===== config.mk =====
export PLATFORM = sky130hd
export DESIGN_NAME = sorted_priority_queue_core_flat
export DESIGN_NICKNAME = d
export VERILOG_FILES = /design/src/hw/rtl/srtpq_pkg.sv /design/src/hw/rtl/srtpq_in_if.sv /design/src/hw/rtl/srtpq_out_if.sv /design/src/hw/rtl/sorted_priority_queue_core.sv /design/src/hw/rtl/srtpq_ram.sv /design/src/flat_wrapper.sv
export SDC_FILE = /design/constraint.sdc
export NUM_CORES = 1
export LEC_CHECK = 0
export BUFFER_PORTS_ARGS = -buffer_cell sky130_fd_sc_hd__buf_4
export CAP_MARGIN = 20
export CORE_UTILIZATION = 40
export CTS_BUF_LIST = sky130_fd_sc_hd__clkbuf_8
export DETAILED_ROUTE_END_ITERATION = 6
export GPL_TIMING_DRIVEN = 1
export PLACE_DENSITY_LB_ADDON = 0.25
export SYNTH_ARGS = -nofsm -noshare
export SYNTH_HDL_FRONTEND = slang
export SYNTH_HIERARCHICAL = 1
export SYNTH_SLANG_ARGS = --single-unit

===== constraint.sdc =====
create_clock -name clk -period 20.9 [get_ports clk]
set_clock_uncertainty 0.1 [all_clocks]
set_input_delay 1.045 -clock clk [delete_from_list [all_inputs] [get_ports clk]]
set_output_delay 1.045 -clock clk [all_outputs]
set_load 0.02 [all_outputs]

===== src/hw/rtl/srtpq_pkg.sv =====
`timescale 1ns / 1ps

package srtpq_pkg;

  localparam int DEPTH = 16;
  localparam int IDX_W = $clog2(DEPTH);
  localparam int CNT_W = $clog2(DEPTH + 1);

  localparam int PRIO_W  = 4;
  localparam int PLATE_W = 32;
  localparam int TIME_W  = 17;
  localparam int COUNT_W = 5;

  localparam logic [1:0] MODE_INSERT = 2'd0;
  localparam logic [1:0] MODE_POP    = 2'd1;

  typedef enum logic [1:0] {
    STATUS_OK    = 2'd0,
    STATUS_FULL  = 2'd1,
    STATUS_EMPTY = 2'd2
  } status_t;

  typedef enum logic [2:0] {
    ST_IDLE,
    ST_INS_CMP,
    ST_PUT,
    ST_POP_MV,
    ST_DONE
  } state_t;

  typedef struct packed {
    logic [1:0]         mode;
    logic [PLATE_W-1:0] plate_id;
    logic [PRIO_W-1:0]  new_priority;
    logic [TIME_W-1:0]  entry_time;
  } in_req_t;

  typedef struct packed {
    logic [1:0]         status;
    logic               head_valid;
    logic [PLATE_W-1:0] head_plate;
    logic [PRIO_W-1:0]  head_priority;
    logic [TIME_W-1:0]  head_time;
    logic [COUNT_W-1:0] entry_count;
  } out_rsp_t;

  // one stored queue slot
  typedef struct packed {
    logic [PRIO_W-1:0]  prio;
    logic [PLATE_W-1:0] plate;
    logic [TIME_W-1:0]  tstamp;
  } entry_t;

  localparam int ENTRY_W = $bits(entry_t);

endpackage


===== src/hw/rtl/srtpq_in_if.sv =====
`timescale 1ns / 1ps

interface srtpq_in_if;
  logic               valid;
  logic               ready;
  srtpq_pkg::in_req_t data;

  modport source (output valid, output data, input ready);
  modport sink (input valid, input data, output ready);
endinterface


===== src/hw/rtl/srtpq_out_if.sv =====
`timescale 1ns / 1ps

interface srtpq_out_if;
  logic                valid;
  logic                ready;
  srtpq_pkg::out_rsp_t data;

  modport source (output valid, output data, input ready);
  modport sink (input valid, input data, output ready);
endinterface


===== src/hw/rtl/sorted_priority_queue_core.sv =====
`timescale 1ns / 1ps

// Channel  | Dir | Payload                                             | Notes
// request  | in  | mode, plate_id, new_priority, entry_time            | taken only in IDLE
// result   | out | status, head_valid, head_plate, head_priority,     | one per request
//          |     | head_time, entry_count                              |
//
// Flow: peek and error requests go from IDLE through DONE to a loaded result. An
//   insert walks the slot RAM from the tail toward the head, one slot per cycle,
//   then writes the new entry in PUT; a pop moves slots toward the head in POP_MV.
//   The single read port of the slot RAM sets the pace, one slot moved per cycle.
// Reset: synchronous, clears count, the result valid flag and the control
//   state. Slot RAM and head content are not cleared; they are only read
//   while count is nonzero.
// Stalls: the result register holds a finished result while the next request
//   is taken; a request waits in DONE only while that register is still full.

module sorted_priority_queue_core (
  input  logic        clk,
  input  logic        rst,
  srtpq_in_if.sink    request,
  srtpq_out_if.source result
);

  localparam int IDX_W = srtpq_pkg::IDX_W;
  localparam int CNT_W = srtpq_pkg::CNT_W;

  srtpq_pkg::state_t  state, state_next;
  logic [CNT_W-1:0]   count, count_next;
  logic [IDX_W-1:0]   idx, idx_next;          // walk index, then insert position
  srtpq_pkg::in_req_t req, req_next;
  srtpq_pkg::entry_t  head, head_next;
  srtpq_pkg::status_t status, status_next;

  logic                rsp_valid, rsp_valid_next;
  srtpq_pkg::out_rsp_t rsp, rsp_next;
  logic                out_load;

  // slot RAM port signals
  logic                         ram_we;
  logic [IDX_W-1:0]             ram_wr_addr;
  srtpq_pkg::entry_t            ram_wr_data;
  logic [IDX_W-1:0]             ram_rd_addr;
  logic [srtpq_pkg::ENTRY_W-1:0] ram_rd_raw;
  srtpq_pkg::entry_t            rd_entry;
  srtpq_pkg::entry_t            new_entry;
  logic                         moves;
  logic [CNT_W-1:0]             idx_ext;

  srtpq_ram #(
    .WIDTH(srtpq_pkg::ENTRY_W),
    .DEPTH(srtpq_pkg::DEPTH)
  ) u_slots (
    .clk    (clk),
    .we     (ram_we),
    .wr_addr(ram_wr_addr),
    .wr_data(ram_wr_data),
    .rd_addr(ram_rd_addr),
    .rd_data(ram_rd_raw)
  );

  assign rd_entry         = srtpq_pkg::entry_t'(ram_rd_raw);
  assign new_entry.prio   = req.new_priority;
  assign new_entry.plate  = req.plate_id;
  assign new_entry.tstamp = req.entry_time;
  assign idx_ext          = CNT_W'(idx);

  // The shared compare: slot 0 moves only if strictly greater, others if >=.
  assign moves = (idx == '0) ? (rd_entry.prio > req.new_priority)
                             : (rd_entry.prio >= req.new_priority);

  assign request.ready = (state == srtpq_pkg::ST_IDLE);
  assign result.valid  = rsp_valid;
  assign result.data   = rsp;

  always_ff @(posedge clk) begin
    if (rst) begin
      state     <= srtpq_pkg::ST_IDLE;
      count     <= '0;
      rsp_valid <= 1'b0;
    end else begin
      state     <= state_next;
      count     <= count_next;
      rsp_valid <= rsp_valid_next;
    end
  end

  always_ff @(posedge clk) begin
    idx    <= idx_next;
    req    <= req_next;
    head   <= head_next;
    status <= status_next;
    rsp    <= rsp_next;
  end

  always_comb begin
    state_next  = state;
    count_next  = count;
    idx_next    = idx;
    req_next    = req;
    head_next   = head;
    status_next = status;
    ram_we      = 1'b0;
    ram_wr_addr = idx;
    ram_wr_data = rd_entry;
    ram_rd_addr = '0;
    out_load    = 1'b0;
    rsp_next    = rsp;

    case (state)
      srtpq_pkg::ST_IDLE: begin
        if (request.valid) begin
          req_next    = request.data;
          status_next = srtpq_pkg::STATUS_OK;
          state_next  = srtpq_pkg::ST_DONE;
          case (request.data.mode)
            srtpq_pkg::MODE_INSERT: begin
              if (count == CNT_W'(srtpq_pkg::DEPTH)) begin
                status_next = srtpq_pkg::STATUS_FULL;
              end else if (count == '0) begin
                idx_next   = '0;
                state_next = srtpq_pkg::ST_PUT;
              end else begin
                // start the walk at the tail
                ram_rd_addr = IDX_W'(count - 1'b1);
                idx_next    = IDX_W'(count - 1'b1);
                state_next  = srtpq_pkg::ST_INS_CMP;
              end
            end
            srtpq_pkg::MODE_POP: begin
              if (count == '0) begin
                status_next = srtpq_pkg::STATUS_EMPTY;
              end else if (count == CNT_W'(1)) begin
                count_next = count - 1'b1;
              end else begin
                ram_rd_addr = IDX_W'(1);
                idx_next    = IDX_W'(1);
                state_next  = srtpq_pkg::ST_POP_MV;
              end
            end
            default: begin
              // peek, and the unused code as a peek
            end
          endcase
        end
      end

      srtpq_pkg::ST_INS_CMP: begin
        if (moves) begin
          ram_we      = 1'b1;
          ram_wr_addr = idx + 1'b1;
          ram_wr_data = rd_entry;
          if (idx == '0) begin
            state_next = srtpq_pkg::ST_PUT;
          end else begin
            ram_rd_addr = idx - 1'b1;
            idx_next    = idx - 1'b1;
          end
        end else begin
          idx_next   = idx + 1'b1;
          state_next = srtpq_pkg::ST_PUT;
        end
      end

      srtpq_pkg::ST_PUT: begin
        ram_we      = 1'b1;
        ram_wr_addr = idx;
        ram_wr_data = new_entry;
        if (idx == '0) begin
          head_next = new_entry;
        end
        count_next = count + 1'b1;
        state_next = srtpq_pkg::ST_DONE;
      end

      srtpq_pkg::ST_POP_MV: begin
        ram_we      = 1'b1;
        ram_wr_addr = idx - 1'b1;
        ram_wr_data = rd_entry;
        if (idx == IDX_W'(1)) begin
          head_next = rd_entry;
        end
        if ((idx_ext + 1'b1) < count) begin
          ram_rd_addr = idx + 1'b1;
          idx_next    = idx + 1'b1;
        end else begin
          count_next = count - 1'b1;
          state_next = srtpq_pkg::ST_DONE;
        end
      end

      srtpq_pkg::ST_DONE: begin
        if (!rsp_valid || result.ready) begin
          out_load               = 1'b1;
          rsp_next.status        = status;
          rsp_next.head_valid    = (count != '0);
          rsp_next.head_plate    = (count != '0) ? head.plate : '0;
          rsp_next.head_priority = (count != '0) ? head.prio : '0;
          rsp_next.head_time     = (count != '0) ? head.tstamp : '0;
          rsp_next.entry_count   = srtpq_pkg::COUNT_W'(count);
          state_next             = srtpq_pkg::ST_IDLE;
        end
      end

      default: begin
        state_next = srtpq_pkg::ST_IDLE;
      end
    endcase

    if (out_load) begin
      rsp_valid_next = 1'b1;
    end else if (result.ready) begin
      rsp_valid_next = 1'b0;
    end else begin
      rsp_valid_next = rsp_valid;
    end
  end

  // count never runs past the slot RAM
  a_count_bound: assert property (@(posedge clk) disable iff (rst)
    count <= CNT_W'(srtpq_pkg::DEPTH))
    else $error("count above depth");

  // a write never lands beyond the filled region plus the new slot
  a_write_in_range: assert property (@(posedge clk) disable iff (rst)
    ram_we |-> (CNT_W'(ram_wr_addr) <= count))
    else $error("slot write out of range");

  // a full status is only reported with a full queue
  a_full_status: assert property (@(posedge clk) disable iff (rst)
    (out_load && status == srtpq_pkg::STATUS_FULL) |-> count == CNT_W'(srtpq_pkg::DEPTH))
    else $error("full status with room left");

  // the loaded result carries the count as it stood at load
  a_rsp_count: assert property (@(posedge clk) disable iff (rst)
    out_load |=> (rsp.entry_count == srtpq_pkg::COUNT_W'($past(count)) && rsp_valid))
    else $error("result count mismatch");

endmodule


===== src/hw/rtl/srtpq_ram.sv =====
`timescale 1ns / 1ps

module srtpq_ram #(
  parameter int WIDTH = 8,
  parameter int DEPTH = 16
) (
  input  logic                     clk,
  input  logic                     we,
  input  logic [$clog2(DEPTH)-1:0] wr_addr,
  input  logic [WIDTH-1:0]         wr_data,
  input  logic [$clog2(DEPTH)-1:0] rd_addr,
  output logic [WIDTH-1:0]         rd_data
);

  logic [WIDTH-1:0] mem [DEPTH];

  always_ff @(posedge clk) begin
    if (we) begin
      mem[wr_addr] <= wr_data;
    end
    rd_data <= mem[rd_addr];
  end

endmodule


===== src/flat_wrapper.sv =====
// flat-port wrapper written by rule: the top's interface ports become plain ports
module sorted_priority_queue_core_flat 
  (clk, rst, request_valid, request_data, request_ready, result_valid, result_data, result_ready);
  srtpq_in_if request_i ();
  srtpq_out_if result_i ();
  input  logic clk;
  input  logic rst;
  input wire logic [$bits(request_i.valid)-1:0] request_valid;
  input wire logic [$bits(request_i.data)-1:0] request_data;
  output wire logic [$bits(request_i.ready)-1:0] request_ready;
  output wire logic [$bits(result_i.valid)-1:0] result_valid;
  output wire logic [$bits(result_i.data)-1:0] result_data;
  input wire logic [$bits(result_i.ready)-1:0] result_ready;
  assign request_i.valid = request_valid;
  assign request_i.data = request_data;
  assign request_ready = request_i.ready;
  assign result_valid = result_i.valid;
  assign result_data = result_i.data;
  assign result_i.ready = result_ready;
  sorted_priority_queue_core u_core (.clk(clk), .rst(rst), .request(request_i), .result(result_i));
endmodule

==> results.md <==
- Max_cap viols: 0
- CTS root buf: clkbuf_8
- Clock Power Share: 29.8%
- Largest net degree at the start of global routing: 159
- Layout cells sized above 1: 29.0%
- Placer Congestion: 0.786
- Die W: 322 um
- Post-DP HPWL: 46500 um
- EDFF count, synth: 1021
- CP max-delay cell: buf_4
- Hold Slack: 301 ps
- Routed len/inst: 25.4 um
- NetSw: 0.00162 W
- Htree depth: 4
- Syn Nets: 2100
- DRT Pass-1 Iters: 7
- Synth area leader: edfxtp_1
- Global-route wire length before repair: 141000 um
- Final hold violation count: 0
- Worst-margin pin slew: 1200 ps
- Peak Freq: 186 MHz
- Synth Area in Compound Gates: 2.80%
- Synth warn: 6
- Combinational Power Share: 19.3%
- Final Power: 0.00573 W
- # setup viols final: 0
- Fin crit share: 25.8%
- Top post-synthesis cells by count: 1021 x edfxtp_1, 222 x nand2_1, 212 x mux4_2, 108 x a22oi_1, 62 x dfxtp_1
- Worst-path clk slew: 60 ps
- Cell Rows: 117
- CTS buffer count: 172
- Worst hold-check path type: primary input to register
- Outcome: completed
- Sw frac: 28.3%
- PostCTS Resize Cnt: 0
- Xor and xnor area share after synthesis: 0.192%
- IO Port Bufs: 121
- Syn Inst Count: 2026
- Die Y: 322 um
- Final max-slew violation count: 0
- Leading register cell type out of synthesis: edfxtp_1
- Count leader, synth: edfxtp_1
- VDD IR-drop max: 0.0752 mV
- Leakage: 15.3 nW
- Setup TNS Final: 0 ps
- CTS tree: built
- R2r worst-path depth: 14
- Synth Area per Inst: 20.2 um^2
- Register share of total power: 50.9%
- Crit path required time: 21490 ps
- Max Root-Sink Buffers: 3
- Clk_lat worst skew: 830 ps
- Die ar.: 104000 um^2
- Synth Cell Area: 41000 um^2
- Post-synth top area share: 74.8%
- Initial Util: 40.3%
- Vias in the first global route: 21300
- Post-layout nets: 2338
- Final core utilization: 46.2%
- Largest family of logic cells by synthesized area: multiplexers
- Slowest stage delay, CP: 890 ps
- Routed Antenna Nets: 0
- Post-route minimum period: 5390 ps
- Initial antenna violation count: 2
- Multiplexer share of the synthesized area: 13.3%
- Ports: 122
- Vias: 20300
- Power Density: 122 nW/um^2
- Main area contributors after synthesis: edfxtp_1 75%, mux4_2 12%, dfxtp_1 3.0%, nand2_1 2.0%, a22oi_1 2.0%
- Netlist cell types: 53
- Core area: 102000 um^2
- Arr. time, crit path: 5980 ps
- Area grow syn2layout: 14.6%
- Max-slew headroom: 19.9%
- Fill count: 8433
- Setup repair bufs after CTS: 0
- RSZ-0062 raised after global routing: false
- CP startpoint kind: register
- WS Path Type: register to register
- Placed cell areas: 43600 um^2
- Routed wire length: 95800 um
- Yosys reg bits: 1083
- DRC Markers: 0
- Fin area: 47000 um^2
- Remaining Overflow, GRT: 0
- All-Layer GR Usage: 18.9%
- Worst-path cell chain: ha_1 -> xor2_1 -> ha_1 -> a21oi_1 -> o21ai_0 -> a21o_1 -> a211oi_1 -> o21ai_0 -> o21ai_4 -> buf_12 -> buf_4 -> mux4_2 -> a22oi_1 -> nand2_1
- Via-per-instance ratio: 5.37
- Post-synthesis adder-cell area fraction: 0.458%
- # hold bufs at CTS: 0
- Synth Area in Simple Gates: 3.96%
- Cell internal pwr: 0.00411 W
- WHS Path Cells: 1
- CP Max Fanout: 110
- 1st-iter DRT viols: 1929
- Async set-reset flop share out of synthesis: 0%
- TritonCTS Sinks: 1083
- Nature of the critical path endpoint: register
- Seq/Total Area, Yosys: 77.8%
-- critical path: cells and delay by family (launching register included) --
| kind | cells | cell delay [ps] |
|---|---|---|
| fa+ha+maj | 2 | 630 |
| simple gates | 1 | 80 |
| xor+xnor | 1 | 290 |
| mux | 1 | 620 |
| compound gates | 7 | 1320 |
| buf+inv | 2 | 1410 |
| flops | 1 | 520 |
-- state kept, by name (all words and copies together), names as in the netlist --
name	flops
u_core/count	5
u_core/new_entry	53
u_core/result.data	61
u_core/idx	4
u_core/status	2
u_core/u_slots/mem	848
u_core/result.valid	1
u_core/state	3
u_core/head	53
u_core/u_slots/rd_data	53
-- through the flow --
stage | worst slack [ps] | cells
final | 15510 | 3776
after global routing | 14990 | 3776
after CTS | 15390 | 3773
after detailed placement | 15440 | 3456
after global placement | 15500 | 3456
after floorplan | 14160 | 2026
-- power groups by stage --
stage	clock network, W	logic, W	registers, W
after floorplan	0	0.000689	0.00299
after global placement	0	0.00108	0.00296
after detailed placement	0	0.00112	0.00296
after CTS	0.00176	0.00112	0.00292
after global routing	0.00184	0.00121	0.00294
final	0.00171	0.00111	0.00292
-- path summary, 6_finish.rpt --
path,from,end,slack (ps)
worst max-delay path,u_core/idx[0],u_core/u_slots/rd_data[28],15510
worst min-delay path,request_data[49],u_core/new_entry[45],300
worst max register to register,u_core/idx[0],u_core/u_slots/rd_data[28],15510
worst min register to register,u_core/status[0],u_core/result.data[59],320
-- layer usage --
metal  wire [um]  vias up  part of all wire (%)  global-route usage [%]
met5           0        -                     0                       0
met1       41300    10700                    43                    26.0
li1            -     8696                     -                       -
met2       46800      709                    49                    30.3
met3        5770      149                   6.0                    3.39
met4        1990        0                   2.1                    6.22
-- cells in the final DEF, fill, tap and decap left out, types with 16 or more instances in the layout --
| master | n |
|---|---|
| inv_1 | 80 |
| o21ai_0 | 17 |
| a22oi_1 | 108 |
| buf_4 | 165 |
| clkinv_1 | 26 |
| and2_1 | 55 |
| clkbuf_8 | 197 |
| nand2_1 | 221 |
| mux4_2 | 212 |
| mux2_2 | 52 |
| edfxtp_1 | 1021 |
| clkinv_2 | 16 |
| dfxtp_1 | 62 |
-- logic make-up (layout without fill, tap and decap cells) --
logic type                 after synthesis  in the layout
other                                    0              1
and+or+nand+nor                        359            359
muxes                                  274            274
DFF                                   1083           1083
buffers and inverters                  124            505
xor gates and xnor gates                 9              9
adders and majority gates               15             15
AOI/OAI and AO/OA                      162            162
-- final cells by class --
class | count | area (um^2) | share of cell area [%]
clock inverter | 120 | 586 | 1.25
timing repair buffer | 169 | 1330 | 2.84
inverter | 19 | 71.3 | 0.152
tap | 1368 | 1710 | 3.64
clock buffer | 197 | 2710 | 5.77
sequential | 1083 | 31900 | 67.9
multi-input combinational | 819 | 8680 | 18.5
antenna | 1 | 2.50 | 0.00532
No activity file was read; power rests on OpenSTA's default activity.
